### src/rtl/prt_pkg.sv
package prt_pkg;

    // Default for the tile count limit of one request
    localparam int MAX_TILES_DEF = 16;

    // Translation entries the hardware offers at most
    localparam int HW_ENTRIES = 16;

    // Depth of the command queue between the front and back ends
    localparam int CMD_DEPTH = 2;

    localparam int ENTRY_W = 5;

    // Tile sizes by size index: 16M, 64M, 128M, 512M
    localparam logic [29:0] TILE_SIZE [4] = '{
        30'h0100_0000, 30'h0400_0000, 30'h0800_0000, 30'h2000_0000
    };

    localparam logic [1:0] STATUS_OK    = 2'd0;
    localparam logic [1:0] STATUS_ZERO  = 2'd1;
    localparam logic [1:0] STATUS_NOENT = 2'd2;

    typedef enum logic {
        ST_IDLE,
        ST_RUN
    } prt_state_t;

    typedef struct packed {
        logic [31:0] phys_base;
        logic [31:0] region_bytes;
        logic [1:0]  largest_size_index;
    } prt_req_t;

    typedef struct packed {
        logic [31:0] tile_base;
        logic [1:0]  tile_size_index;
        logic [29:0] covered_bytes;
        logic        is_last;
        logic [1:0]  status;
        logic [33:0] total_bytes;
        logic [29:0] alignment;
        logic [31:0] va_offset;
    } prt_res_t;

    // Classified request handed from the front end to the back end
    typedef struct packed {
        logic [31:0]        phys_base;
        logic [32:0]        end_addr;
        logic [1:0]         largest_size_index;
        logic [ENTRY_W-1:0] limit;
        logic               zero_size;
    } prt_cmd_t;

endpackage

### src/rtl/prt_front.sv
module prt_front import prt_pkg::*; #(
    parameter int MAX_TILES = MAX_TILES_DEF
) (
    input  logic               clk,
    input  logic               rst_n,
    input  logic               push,
    output logic               full,
    input  prt_req_t           request,
    input  logic               cfg_valid,
    output logic               cfg_ready,
    input  logic [ENTRY_W-1:0] cfg_data,
    input  logic               q_full,
    output logic               q_wr,
    output prt_cmd_t           q_cmd
);

    localparam int CAP = (MAX_TILES < HW_ENTRIES) ? MAX_TILES : HW_ENTRIES;
    localparam logic [ENTRY_W-1:0] CAP_V = ENTRY_W'(CAP);

    logic [ENTRY_W-1:0] entries_reg;

    always_ff @(posedge clk or negedge rst_n)
    begin
        if (!rst_n)
        begin
            entries_reg <= ENTRY_W'(HW_ENTRIES);
        end
        else if (cfg_valid && cfg_ready)
        begin
            entries_reg <= cfg_data;
        end
    end

    assign cfg_ready = 1'b1;
    assign full      = q_full;
    assign q_wr      = push && !q_full;

    // Classify: exact end in 33 bits, tile budget, zero length
    always_comb
    begin
        q_cmd.phys_base          = request.phys_base;
        q_cmd.end_addr           = {1'b0, request.phys_base} + {1'b0, request.region_bytes};
        q_cmd.largest_size_index = request.largest_size_index;
        q_cmd.limit              = (entries_reg > CAP_V) ? CAP_V : entries_reg;
        q_cmd.zero_size          = (request.region_bytes == 32'd0);
    end

endmodule

### src/rtl/prt_cmd_fifo.sv
module prt_cmd_fifo import prt_pkg::*; #(
    parameter int DEPTH = CMD_DEPTH
) (
    input  logic     clk,
    input  logic     rst_n,
    input  logic     wr_en,
    input  prt_cmd_t wr_cmd,
    output logic     full,
    input  logic     rd_en,
    output prt_cmd_t rd_cmd,
    output logic     empty
);

    localparam int PW = (DEPTH > 1) ? $clog2(DEPTH) : 1;
    localparam int CW = $clog2(DEPTH + 1);
    localparam logic [PW-1:0] LAST_PTR = PW'(DEPTH - 1);

    prt_cmd_t        mem_reg [DEPTH];
    logic [PW-1:0]   wr_ptr_reg;
    logic [PW-1:0]   rd_ptr_reg;
    logic [CW-1:0]   count_reg;
    logic            do_wr;
    logic            do_rd;

    assign full   = (count_reg == CW'(DEPTH));
    assign empty  = (count_reg == '0);
    assign do_wr  = wr_en && !full;
    assign do_rd  = rd_en && !empty;
    assign rd_cmd = mem_reg[rd_ptr_reg];

    always_ff @(posedge clk or negedge rst_n)
    begin
        if (!rst_n)
        begin
            wr_ptr_reg <= '0;
            rd_ptr_reg <= '0;
            count_reg  <= '0;
        end
        else
        begin
            if (do_wr)
            begin
                wr_ptr_reg <= (wr_ptr_reg == LAST_PTR) ? '0 : wr_ptr_reg + PW'(1);
            end
            if (do_rd)
            begin
                rd_ptr_reg <= (rd_ptr_reg == LAST_PTR) ? '0 : rd_ptr_reg + PW'(1);
            end
            if (do_wr && !do_rd)
            begin
                count_reg <= count_reg + CW'(1);
            end
            else if (do_rd && !do_wr)
            begin
                count_reg <= count_reg - CW'(1);
            end
        end
    end

    always_ff @(posedge clk)
    begin
        if (do_wr)
        begin
            mem_reg[wr_ptr_reg] <= wr_cmd;
        end
    end

endmodule

### src/rtl/prt_back.sv
module prt_back import prt_pkg::*; #(
    parameter int MAX_TILES = MAX_TILES_DEF
) (
    input  logic     clk,
    input  logic     rst_n,
    input  logic     q_empty,
    input  prt_cmd_t q_cmd,
    output logic     q_rd,
    output logic     empty,
    input  logic     pop,
    output prt_res_t result
);

    localparam int CAP = (MAX_TILES < HW_ENTRIES) ? MAX_TILES : HW_ENTRIES;
    localparam int CW  = $clog2(CAP + 1);

    prt_state_t  state_reg, state_next;
    logic        out_valid_reg;
    prt_res_t    out_reg;
    logic [CW-1:0] used_reg;
    logic [32:0] phys_reg;
    logic [32:0] end_reg;
    logic [1:0]  maxi_reg;
    logic [CW-1:0] limit_reg;
    logic        zero_reg;
    logic [33:0] total_reg;
    logic [29:0] align_reg;
    logic [31:0] voff_reg;

    logic [33:0] ts_a  [4];
    logic [33:0] te_a  [4];
    logic [33:0] lim_a [4];
    logic [29:0] cov_a [4];
    logic [29:0] best;
    logic [1:0]  bi;
    logic [29:0] tsz;
    logic [32:0] phys_adv;
    logic        tile_last;
    logic [33:0] total_adv;
    logic        grow;
    logic [29:0] align_adv;
    logic [31:0] voff_adv;

    logic        can_emit;
    logic        emit;
    logic        take_tile;
    logic        done;
    prt_res_t    res_next;

    // Candidate tile for each size
    always_comb
    begin
        for (int i = 0; i < 4; i++)
        begin
            ts_a[i]  = {1'b0, phys_reg} & ~({4'b0, TILE_SIZE[i]} - 34'd1);
            te_a[i]  = ts_a[i] + {4'b0, TILE_SIZE[i]};
            lim_a[i] = ({1'b0, end_reg} < te_a[i]) ? {1'b0, end_reg} : te_a[i];
            cov_a[i] = 30'(lim_a[i] - {1'b0, phys_reg});
        end
    end

    // Greedy pick: grow only if more is covered and under half is wasted
    always_comb
    begin
        best = '0;
        bi   = '0;
        for (int i = 0; i < 4; i++)
        begin
            if (2'(i) <= maxi_reg && cov_a[i] > best &&
                !(best != '0 && cov_a[i] <= (TILE_SIZE[i] >> 1)))
            begin
                best = cov_a[i];
                bi   = 2'(i);
            end
        end
    end

    always_comb
    begin
        tsz       = TILE_SIZE[bi];
        phys_adv  = phys_reg + {3'b0, best};
        tile_last = (phys_adv >= end_reg);
        total_adv = total_reg + {4'b0, tsz};
        grow      = (tsz > align_reg);
        align_adv = grow ? tsz : align_reg;
        voff_adv  = (grow && total_reg != '0) ? ({2'b0, tsz} - total_reg[31:0]) : voff_reg;
    end

    assign can_emit = !out_valid_reg || pop;

    // Next state
    always_comb
    begin
        state_next = state_reg;
        case (state_reg)
            ST_IDLE:
            begin
                if (!q_empty)
                begin
                    state_next = ST_RUN;
                end
            end
            ST_RUN:
            begin
                if (done)
                begin
                    state_next = ST_IDLE;
                end
            end
            default:
            begin
                state_next = ST_IDLE;
            end
        endcase
    end

    // Outputs of the sequencer
    always_comb
    begin
        q_rd      = 1'b0;
        emit      = 1'b0;
        take_tile = 1'b0;
        res_next  = '0;
        case (state_reg)
            ST_IDLE:
            begin
                q_rd = !q_empty;
            end
            ST_RUN:
            begin
                emit = can_emit;
                if (zero_reg)
                begin
                    res_next.is_last = 1'b1;
                    res_next.status  = STATUS_ZERO;
                end
                else if (used_reg >= limit_reg)
                begin
                    res_next.is_last     = 1'b1;
                    res_next.status      = STATUS_NOENT;
                    res_next.total_bytes = total_reg;
                    res_next.alignment   = align_reg;
                    res_next.va_offset   = voff_reg;
                end
                else
                begin
                    take_tile                = can_emit;
                    res_next.tile_base       = ts_a[bi][31:0];
                    res_next.tile_size_index = bi;
                    res_next.covered_bytes   = best;
                    res_next.is_last         = tile_last;
                    res_next.status          = STATUS_OK;
                    res_next.total_bytes     = total_adv;
                    res_next.alignment       = align_adv;
                    res_next.va_offset       = voff_adv;
                end
            end
            default:
            begin
                q_rd = 1'b0;
            end
        endcase
    end

    assign done = emit && res_next.is_last;

    always_ff @(posedge clk or negedge rst_n)
    begin
        if (!rst_n)
        begin
            state_reg     <= ST_IDLE;
            out_valid_reg <= 1'b0;
            used_reg      <= '0;
        end
        else
        begin
            state_reg <= state_next;
            if (emit)
            begin
                out_valid_reg <= 1'b1;
            end
            else if (pop)
            begin
                out_valid_reg <= 1'b0;
            end
            if (q_rd)
            begin
                used_reg <= '0;
            end
            else if (take_tile)
            begin
                used_reg <= used_reg + CW'(1);
            end
        end
    end

    always_ff @(posedge clk)
    begin
        if (emit)
        begin
            out_reg <= res_next;
        end
        if (q_rd)
        begin
            phys_reg  <= {1'b0, q_cmd.phys_base};
            end_reg   <= q_cmd.end_addr;
            maxi_reg  <= q_cmd.largest_size_index;
            limit_reg <= CW'(q_cmd.limit);
            zero_reg  <= q_cmd.zero_size;
            total_reg <= '0;
            align_reg <= '0;
            voff_reg  <= '0;
        end
        else if (take_tile)
        begin
            phys_reg  <= phys_adv;
            total_reg <= total_adv;
            align_reg <= align_adv;
            voff_reg  <= voff_adv;
        end
    end

    assign empty  = !out_valid_reg;
    assign result = out_reg;

    a_tile_budget: assert property (@(posedge clk) disable iff (!rst_n)
        state_reg == ST_RUN |-> used_reg <= limit_reg)
        else $error("tile count passed its budget");

    a_load_idle: assert property (@(posedge clk) disable iff (!rst_n)
        q_rd |-> (state_reg == ST_IDLE && !q_empty))
        else $error("command taken outside idle");

    a_err_last: assert property (@(posedge clk) disable iff (!rst_n)
        (emit && res_next.status != STATUS_OK) |-> res_next.is_last)
        else $error("error result not marked last");

    a_last_idle: assert property (@(posedge clk) disable iff (!rst_n)
        done |=> state_reg == ST_IDLE)
        else $error("sequencer kept running after last result");

    a_emit_room: assert property (@(posedge clk) disable iff (!rst_n)
        (out_valid_reg && !pop) |-> !emit)
        else $error("result overwritten before transfer");

endmodule

### src/rtl/pmb_region_tiler.sv
// Channel   | Handshake               | Payload
// ----------+-------------------------+-----------------------------------------
// request   | push / full             | prt_req_t: base, byte count, size cap
// result    | pop / empty             | prt_res_t: one tile, totals on the last
// config    | cfg_valid / cfg_ready   | cfg_data: free translation entries
//
// A request is loaded into the tile sequencer from its idle state; the sequencer then
// issues one result per cycle while the result register has room.
// Reset is asynchronous and active low; it empties the command queue and the
// result register and sets the entry budget to 16.
// A result left waiting stalls the back end first; the front end keeps taking
// requests until the two-entry command queue is full, then raises full.
module pmb_region_tiler import prt_pkg::*; #(
    parameter int MAX_TILES = MAX_TILES_DEF
) (
    input  logic               clk,
    input  logic               rst_n,
    // request queue side
    input  logic               push,
    output logic               full,
    input  prt_req_t           request,
    // result queue side
    output logic               empty,
    input  logic               pop,
    output prt_res_t           result,
    // entry budget register
    input  logic               cfg_valid,
    output logic               cfg_ready,
    input  logic [ENTRY_W-1:0] cfg_data
);

    logic     q_full;
    logic     q_wr;
    prt_cmd_t q_wr_cmd;
    logic     q_empty;
    logic     q_rd;
    prt_cmd_t q_rd_cmd;

    // Front end: hold the entry budget, compute the exact end, classify
    prt_front #(
        .MAX_TILES (MAX_TILES)
    ) u_front (
        .clk       (clk),
        .rst_n     (rst_n),
        .push      (push),
        .full      (full),
        .request   (request),
        .cfg_valid (cfg_valid),
        .cfg_ready (cfg_ready),
        .cfg_data  (cfg_data),
        .q_full    (q_full),
        .q_wr      (q_wr),
        .q_cmd     (q_wr_cmd)
    );

    // Command queue: decouple accept from tile generation
    prt_cmd_fifo #(
        .DEPTH (CMD_DEPTH)
    ) u_cmd_fifo (
        .clk    (clk),
        .rst_n  (rst_n),
        .wr_en  (q_wr),
        .wr_cmd (q_wr_cmd),
        .full   (q_full),
        .rd_en  (q_rd),
        .rd_cmd (q_rd_cmd),
        .empty  (q_empty)
    );

    // Back end: advance one tile per cycle into the result register while it has room
    prt_back #(
        .MAX_TILES (MAX_TILES)
    ) u_back (
        .clk     (clk),
        .rst_n   (rst_n),
        .q_empty (q_empty),
        .q_cmd   (q_rd_cmd),
        .q_rd    (q_rd),
        .empty   (empty),
        .pop     (pop),
        .result  (result)
    );

endmodule

### config.mk
export PLATFORM = sky130hd
export DESIGN_NAME = pmb_region_tiler
export DESIGN_NICKNAME = d
export VERILOG_FILES = /design/src/rtl/prt_pkg.sv /design/src/rtl/prt_front.sv /design/src/rtl/prt_cmd_fifo.sv /design/src/rtl/prt_back.sv /design/src/rtl/pmb_region_tiler.sv
export SDC_FILE = /design/constraint.sdc
export NUM_CORES = 1
export LEC_CHECK = 0
export BUFFER_PORTS_ARGS = -buffer_cell sky130_fd_sc_hd__buf_4
export CAP_MARGIN = 15
export CORE_MARGIN = 3
export CORE_UTILIZATION = 55
export DETAILED_ROUTE_END_ITERATION = 8
export GPL_TIMING_DRIVEN = 0
export HOLD_SLACK_MARGIN = 0.02
export PLACE_DENSITY = 0.76
export SETUP_SLACK_MARGIN = 0.02
export SLEW_MARGIN = 20
export SYNTH_ARGS = -nofsm -noshare
export SYNTH_HDL_FRONTEND = slang
export SYNTH_SLANG_ARGS = --single-unit
### constraint.sdc
create_clock -name clk -period 21.5 [get_ports clk]
set_input_delay 1.075 -clock clk [delete_from_list [all_inputs] [get_ports clk]]
set_output_delay 1.075 -clock clk [all_outputs]
set_load 0.1 [all_outputs]
# Yosys cells after proc, flatten, opt, wreduce, memory -nomap -nowiden
# Memories as Yosys holds them, arrays and structs flattened.
# Index checks and enable logic that the tools add are counted.
# classes
addsub	17
multipliers	0
div_mod_pow	0
n_lt_le_gt_ge	20
n_eq_ne	1
shifts	0
muxes	44
bitwise_logic	2
reduce_logical	37
# ops
cell	n
$mux 30	11
$mux 99	2
$mux 32	5
$lt 33x34->1	4
$gt 30x30->1	4
$sub 30x30->30	4
$mux 96	1
$reduce_bool 30->1	3
$bmux 34 s2	1
$bmux 30 s2	1
$add 33x25->34 const B	1
$add 33x27->34 const B	1
$add 33x28->34 const B	1
$add 33x30->34 const B	1
$add 34x30->34	1
$reduce_bool 34->1	1
$add 32x32->33	1
$add 33x30->33	1
$ge 33x33->1	1
$logic_not 32->1	1
$sub 30x32->32	1
$gt 30x1->1 const B	1
$le 30x26->1 const B	1
$le 30x27->1 const B	1
other kinds (25)	71
# totals
regBits	349
latchBits	0
ram_bits	146
romBits	0
in_bits	76
output_inout_bits	166
wordCells	147
memories	1
# memory_table
memory	depth	word_bits	rd	rd_clocked_by_memory_dff	write_ports	line_no	text
u_cmd_fifo.mem_reg	2	73	1	0	1	prt_cmd_fifo.sv:18	prt_cmd_t mem_reg [DEPTH];

# Longest topological paths before layout
# Gate-level depths: netlist (run 1).
# depth
depth_word	35
ltp_mapped	97
mapped_depth_nobuf	90

# By module
# Synthesis (run 1) repeated with hierarchy kept, for this count alone.
# unflattened
cells_unflattened	3515
area_unflattened_um2	33141.8
# modules_own_cells
module	n_inst	cells_each	area_per_inst_um2	seq_area_each_um2
prt_back	1	2951	25122.8	7282.0
prt_cmd_fifo	1	246	5711.7	4484.3
prt_front	1	318	2307.2	126.4

# Worst setup path after synthesis (run 1)
# No wires, ideal clock.
# synth_timing
path_type	register to register
startpoint	reg u_back.phys_reg[28]
endpoint	reg u_back.out_reg (netlist bit u_back.result[98]) (data pin)
setup_time_ns	0.255
t_arrival_ns	17.076
t_required_ns	21.245
setup_slack_ns	4.169
path_stages_with_launch	91
path_buffers	8
period_less_slack_ns	17.331
path_cell_list	edfxtp_1 -> ha_1 -> nand2_1 -> inv_1 -> nand3_1 -> nor2_1 -> xnor2_1 -> ha_1 -> nand3_1 -> a211oi_1 -> a211o_1 -> a21o_1 -> o21a_1 -> buf_1 -> nor2_1 -> ha_1 -> clkbuf_1 -> and4_1 -> [55 not listed] -> a21oi_1 -> o21bai_1 -> a21oi_1 -> o21bai_1 -> a41o_1 -> o22a_1 -> a41o_1 -> o221a_2 -> nand4_1 -> a31oi_1 -> a31oi_1 -> o21ai_0 -> xor2_1 -> ha_1 -> a21o_1 -> a2111oi_0 -> o2111ai_1 -> and3_1
# synth_rtl
element	line_no	text
start: declaration	prt_back.sv:21	logic [32:0] phys_reg;
start signal: assignment	prt_back.sv:205	phys_reg <= {1'b0, q_cmd.phys_base};
start signal: assignment	prt_back.sv:216	phys_reg <= phys_adv;
end signal: assignment	prt_back.sv:201	out_reg <= res_next;
end: declaration	prt_back.sv:19	prt_res_t out_reg;

==> results.toml, run 1 <==
[critical_path]
crit_required_ps = 21840
crit_path_start_kind = "flip-flop"
cpMostUsedCell = "a21o_1"
critPathSlowestCell = "a2111oi_0"
worst-setup-path-type = "reg2reg"
worst_path_largest_cell_delay_ps = 760
r2r_slack_ps = 960
r2r_end = "u_back.result[98]"
cp-end-kind = "flip-flop"
critPathMaxFanout = 10
reg2reg_from = "u_back.phys_reg[28]"
crit_arrival_ps = 20880
crit_start = "u_back.phys_reg[28]"
reg2reg_depth = 91
crit_path_end = "u_back.result[98]"

[yosys]
yosysTopAreaCellShare_pct = 31.8
synth_most_common_cell = "ha_1"
synth_area_per_cell_um2 = 9.59
synth.cell_area_mm2 = 0.0315
synth_cell_types = 94
synth_seq_cells = 423
synth-main-ff-cell = "edfxtp_1"
synth_commonest_cells = "ha_1, edfxtp_1, nor2_1, a21oi_1, nand2_1"
syn_inst = 3290
ys_top_cells_by_area = "edfxtp_1, ha_1, dfxtp_1, a21oi_1, and2_1"
synth_largest_area_cell = "edfxtp_1"
yosysSeqAreaShare_pct = 37.7
synth_edf_count = 334
ys_warn_count = 0
ys_async_sr_fraction_pct = 3.78

[sta]
hold_viol_final = 0
tightest_slew_ps = 1050
post-route-period-util_pct = 95.5
slew_headroom_pct = 30.0
period_minus_slack_ps = 20540
max_freq_mhz = 48.7
rsz0062_at_grt = "no"
timing.setup.tns_ps = 0
finalClockSkew_ps = 32.4
layout_setup_ws_ps = 962
slew_viol_final = 0
setup_violations = 0

[grt]
gr-total-overflow = 0
grt_pass1_vias = 24700
grt_max_degree = 54
grt_antenna_before_repair = 1
track_usage_pct = 30.5
grt_pass1_wl_um = 142000

[clock_network]
cts_tree = "yes"
clk_pin_slew_ps = 60
root_buffer = "clkbuf_16"
htree_levels = 2
clockBufferDepth = 3
cts_buffers = 44
cts_hold_buffers = 0
clk_latency_ps = 600
cts.sinks = 423

[placement]
hpwl_um = 77000
place_ws_ps = -1220
io_buffer_count = 192
place.gp.congestion = 1.02

[detailed_routing]
first_pass_iters = 5
vias = 26400
wl_per_cell_um = 21.6
drc_errors = 0
wirelength_um = 94300
vias_per_cell = 6.03
first_iter_violations = 2283
ant_nets = 0

[finish]
nNetsFinal = 4022
diodes = 0
drive_gt1_share_pct = 12.8
largest_reg_flops = 146
synthToLayoutAreaGrowth_pct = 13.8

[status]
status = "finished, final reports clean"

[floorplanning]
dieArea_mm2 = 0.0603
core_area_mm2 = 0.0566
io_pins = 242
die_h_um = 245
start_util_pct = 55.7
placementRows = 87
die_w_um = 245

[job]
maxCapViolCount = 0

[min_path]
hold_class = "in2async"
[logic make-up after synthesis]
kind of cell | count (synthesis) | share of synthesized area (%)
AND/OR/NAND/NOR | 1039 | 17.2
AO/OA/AOI/OAI | 825 | 17.2
flip-flops | 423 | 37.7
adder cells (fa/ha/maj) | 356 | 14.3
buffers and inverters | 350 | 4.83
XOR/XNOR | 179 | 4.97
multiplexers | 116 | 3.89
other | 2 | 0.0238
[final cells by class]
class                      instances  area, um^2
buffer                           161         833
clock buffer                      54        1180
clock inverter                    23         293
fill                            4662       20700
inverter                         188         708
multi-input combinational       2564       18400
sequential                       423       11900
tap                              756         946
timing repair buffer             208        1640
[worst min path at each step]
stage                                   start                     to  slack (ps)  cells after the start
after floorplan            u_back.voff_reg[0]     u_back.voff_reg[0]         420                      1
after global placement    u_back.voff_reg[13]    u_back.voff_reg[13]         430                      1
after detailed placement  u_back.voff_reg[19]    u_back.voff_reg[19]         440                      1
after CTS                               rst_n  u_cmd_fifo.rd_ptr_reg         320                      1
after global routing                    rst_n  u_cmd_fifo.rd_ptr_reg         340                      1
final                                   rst_n  u_cmd_fifo.rd_ptr_reg         340                      1
[worst max-delay path, delay by kind of cell (launching register included)]
kind                     cells  cell delay (ps)
XOR/XNOR                     3              670
buffers and inverters       10             2470
flip-flops                   1              520
adder cells (fa/ha/maj)     10             2640
AND/OR/NAND/NOR             16             3000
AO/OA/AOI/OAI               52            10930
[routing by layer]
layer	track usage (%)	vias up	share of wire, %
li1	-	12700	-
met1	43.7	12600	44
met2	48.3	983	45
met3	3.63	155	7.6
met4	9.97	2	3.4
met5	0	-	0.014
[through the flow]
stage               cells  utilization, %  hold WS (ps)  area [um^2]
global placement     4285            60.3           434        34100
finish               4377            63.4           341        35900
floorplan            3337               -           421        31700
CTS                  4371            63.2           324        35800
global route         4377            63.4           335        35900
detailed placement   4292            60.5           435        34300
[repair_timing]
action / 4_1_cts / 5_1_grt
endpoints found under the setup margin: 2 / 4
pin swaps: 1 / 3
buffers inserted: 2 / 7
endpoints found under the hold margin: 0 / 0
gates resized for setup: 11 / 36
[placed cells by master, fill, tap and decap left out, types with 83 or more instances in the layout]
cell type | netlist | layout
nand2_1 | 188 | 187
buf_4 | 50 | 252
inv_1 | 187 | 186
a21oi_1 | 216 | 216
and2_1 | 171 | 170
clkbuf_1 | 87 | 83
o21ai_0 | 180 | 178
ha_1 | 350 | 349
edfxtp_1 | 334 | 334
xnor2_1 | 109 | 109
nor2_1 | 244 | 240
a21o_1 | 91 | 91
Power of run 1 is not shown: default switching activity piles up to over one toggle a cycle in this logic, so the estimate is an artifact.
==> inputs of run 2 (changes only) <==
--- a/config.mk
+++ b/config.mk
@@ -12,7 +12,7 @@
 export DETAILED_ROUTE_END_ITERATION = 8
 export GPL_TIMING_DRIVEN = 0
 export HOLD_SLACK_MARGIN = 0.02
-export PLACE_DENSITY = 0.76
+export PLACE_DENSITY = 0.79
 export SETUP_SLACK_MARGIN = 0.02
 export SLEW_MARGIN = 20
 export SYNTH_ARGS = -nofsm -noshare
==> constraint.sdc (replaced) <==
create_clock -name clk -period 17.2 [get_ports clk]
set_input_delay 0.86 -clock clk [delete_from_list [all_inputs] [get_ports clk]]
set_output_delay 0.86 -clock clk [all_outputs]
set_load 0.1 [all_outputs]
==> run 2 against run 1 <==
The run now ends with setup timing left; register-to-register slack worse by 1300 ps; critical path depth up 4; count of clock-buffer cells in the layout down 3; routed wire length up 4.8%; fmax up 17%; clock skew down 1.8 ps; non-clock buffer count up 60.
==> results.toml, run 2 (synthesis gave the netlist of run 1 again) <==
[status]
status = "finished with violations"
violations = "setup timing"

[floorplanning]
die_w_um = 245
core_area_mm2 = 0.0566
placementRows = 87
die_h_um = 245
dieArea_mm2 = 0.0603
io_pins = 242
start_util_pct = 55.7

[critical_path]
crit_arrival_ps = 17850
crit_start = "u_back.phys_reg[27]"
r2r_end = "u_back.result[98]"
reg2reg_from = "u_back.phys_reg[27]"
crit_required_ps = 17550
critPathSlowestCell = "a311oi_4"
crit_path_start_kind = "flip-flop"
reg2reg_depth = 95
cp-end-kind = "flip-flop"
crit_path_end = "u_back.result[98]"
r2r_slack_ps = -300
cpMostUsedCell = "o21a_1"
worst_path_largest_cell_delay_ps = 470
critPathMaxFanout = 10
worst-setup-path-type = "reg2reg"

[detailed_routing]
vias = 27200
first_pass_iters = 5
vias_per_cell = 6.13
wirelength_um = 98900
drc_errors = 0
first_iter_violations = 2504
ant_nets = 0
wl_per_cell_um = 22.3

[finish]
largest_reg_flops = 146
layout_common_cells = "edfxtp_1, ha_1, buf_4"
layout.cells.non_filler = 4440
synthToLayoutAreaGrowth_pct = 18.3
drive_gt1_share_pct = 17.9
final_common_cell = "edfxtp_1"
fill_cells = 4476
nNetsFinal = 4081
diodes = 0

[job]
maxCapViolCount = 0

[grt]
grt_antenna_before_repair = 0
track_usage_pct = 31.8
grt_pass1_vias = 25800
grt_max_degree = 57
gr-total-overflow = 0
grt_pass1_wl_um = 148000

[sta]
finalClockSkew_ps = 30.6
hold_viol_final = 0
layout_setup_ws_ps = -299
max_freq_mhz = 57.1
slew_headroom_pct = 27.9
setup_violations = 2
post-route-period-util_pct = 102
rsz0062_at_grt = "yes"
slew_viol_final = 0
period_minus_slack_ps = 17500
tightest_slew_ps = 1070

[clock_network]
clockBufferDepth = 3
cts_hold_buffers = 0
root_buffer = "clkbuf_16"
cts_buffers = 43
clk_pin_slew_ps = 70
cts_tree = "yes"
clk_latency_ps = 590
htree_levels = 2
cts.sinks = 423

[placement]
dp_cells = 4293
place.gp.congestion = 1.01
io_buffer_count = 192
hpwl_um = 77400

[min_path]
hold_class = "in2async"
==> run 2: cell types whose count changed in the layout (fill, tap and decap cells not counted), sizes merged <==
cell,delta
buf,+77
clkbuf,-20
clkinv,+8
bufinv,-3
clkinvlp,+2
inv,-1
==> run 2: stage by stage <==
stage | hold slack [ps] | cell area [um^2] | setup TNS (ps) | utilization (%) | worst slack [ps]
2_1_floorplan | 421 | 31700 | 0 | - | 57.0
3_3_place_gp | 434 | 34100 | -415600 | 60.3 | -5380
3_5_place_dp | 435 | 34300 | -384280 | 60.6 | -5290
4_1_cts | 119 | 37000 | -37.7 | 65.3 | -37.7
5_1_grt | 127 | 37300 | -1890 | 66.0 | -950
6_report | 134 | 37300 | -562 | 66.0 | -299
==> run 2: metal layers <==
layer / up-vias / GRT usage (%) / part of all wire [%]
met3: 195 / 4.03 / 8.3
met1: 13100 / 44.6 / 43
met4: 0 / 12.7 / 4.4
li1: 12800 / - / -
met2: 1156 / 50.1 / 45
met5: - / 0 / 0
==> run 2: cell type report <==
type | count | area [um^2] | area share, %
Clock inverter | 29 | 255 | 0.684
Sequential cell | 423 | 11900 | 31.9
Inverter | 188 | 714 | 1.91
Buffer | 148 | 976 | 2.61
Tap cell | 756 | 946 | 2.53
Timing Repair Buffer | 281 | 2250 | 6.04
Multi-Input combinational cell | 2564 | 19200 | 51.4
Clock buffer | 51 | 1120 | 2.99
==> run 2: worst min path at each step <==
| stage | cells past startpoint | endpoint | slack, ps | startpoint |
|---|---|---|---|---|
| 2_1_floorplan | 1 | u_back.voff_reg[0] | 420 | u_back.voff_reg[0] |
| 3_3_place_gp | 1 | u_back.voff_reg[12] | 430 | u_back.voff_reg[12] |
| 3_5_place_dp | 1 | u_back.voff_reg[9] | 440 | u_back.voff_reg[9] |
| 4_1_cts | 1 | u_front.entries_reg[0] | 120 | rst_n |
| 5_1_grt | 1 | u_front.entries_reg[0] | 130 | rst_n |
| 6_report | 1 | u_front.entries_reg[2] | 130 | rst_n |
==> run 2: repair_timing <==
item,4_1_cts,5_1_grt
resized for setup,190,54
setup endpoints to repair,194,7
setup buffers,63,20
pin swaps,58,54
==> run 2: critical path, delay by kind of cell, from the launching register on <==
family | cells | cell delay, ps
AO/OA/AOI/OAI | 53 | 9760
XOR/XNOR | 3 | 490
adder cells (fa/ha/maj) | 9 | 2230
buffers and inverters | 13 | 1770
flip-flops | 1 | 440
AND/OR/NAND/NOR | 17 | 2540
Power of run 2 is left out for the same reason.
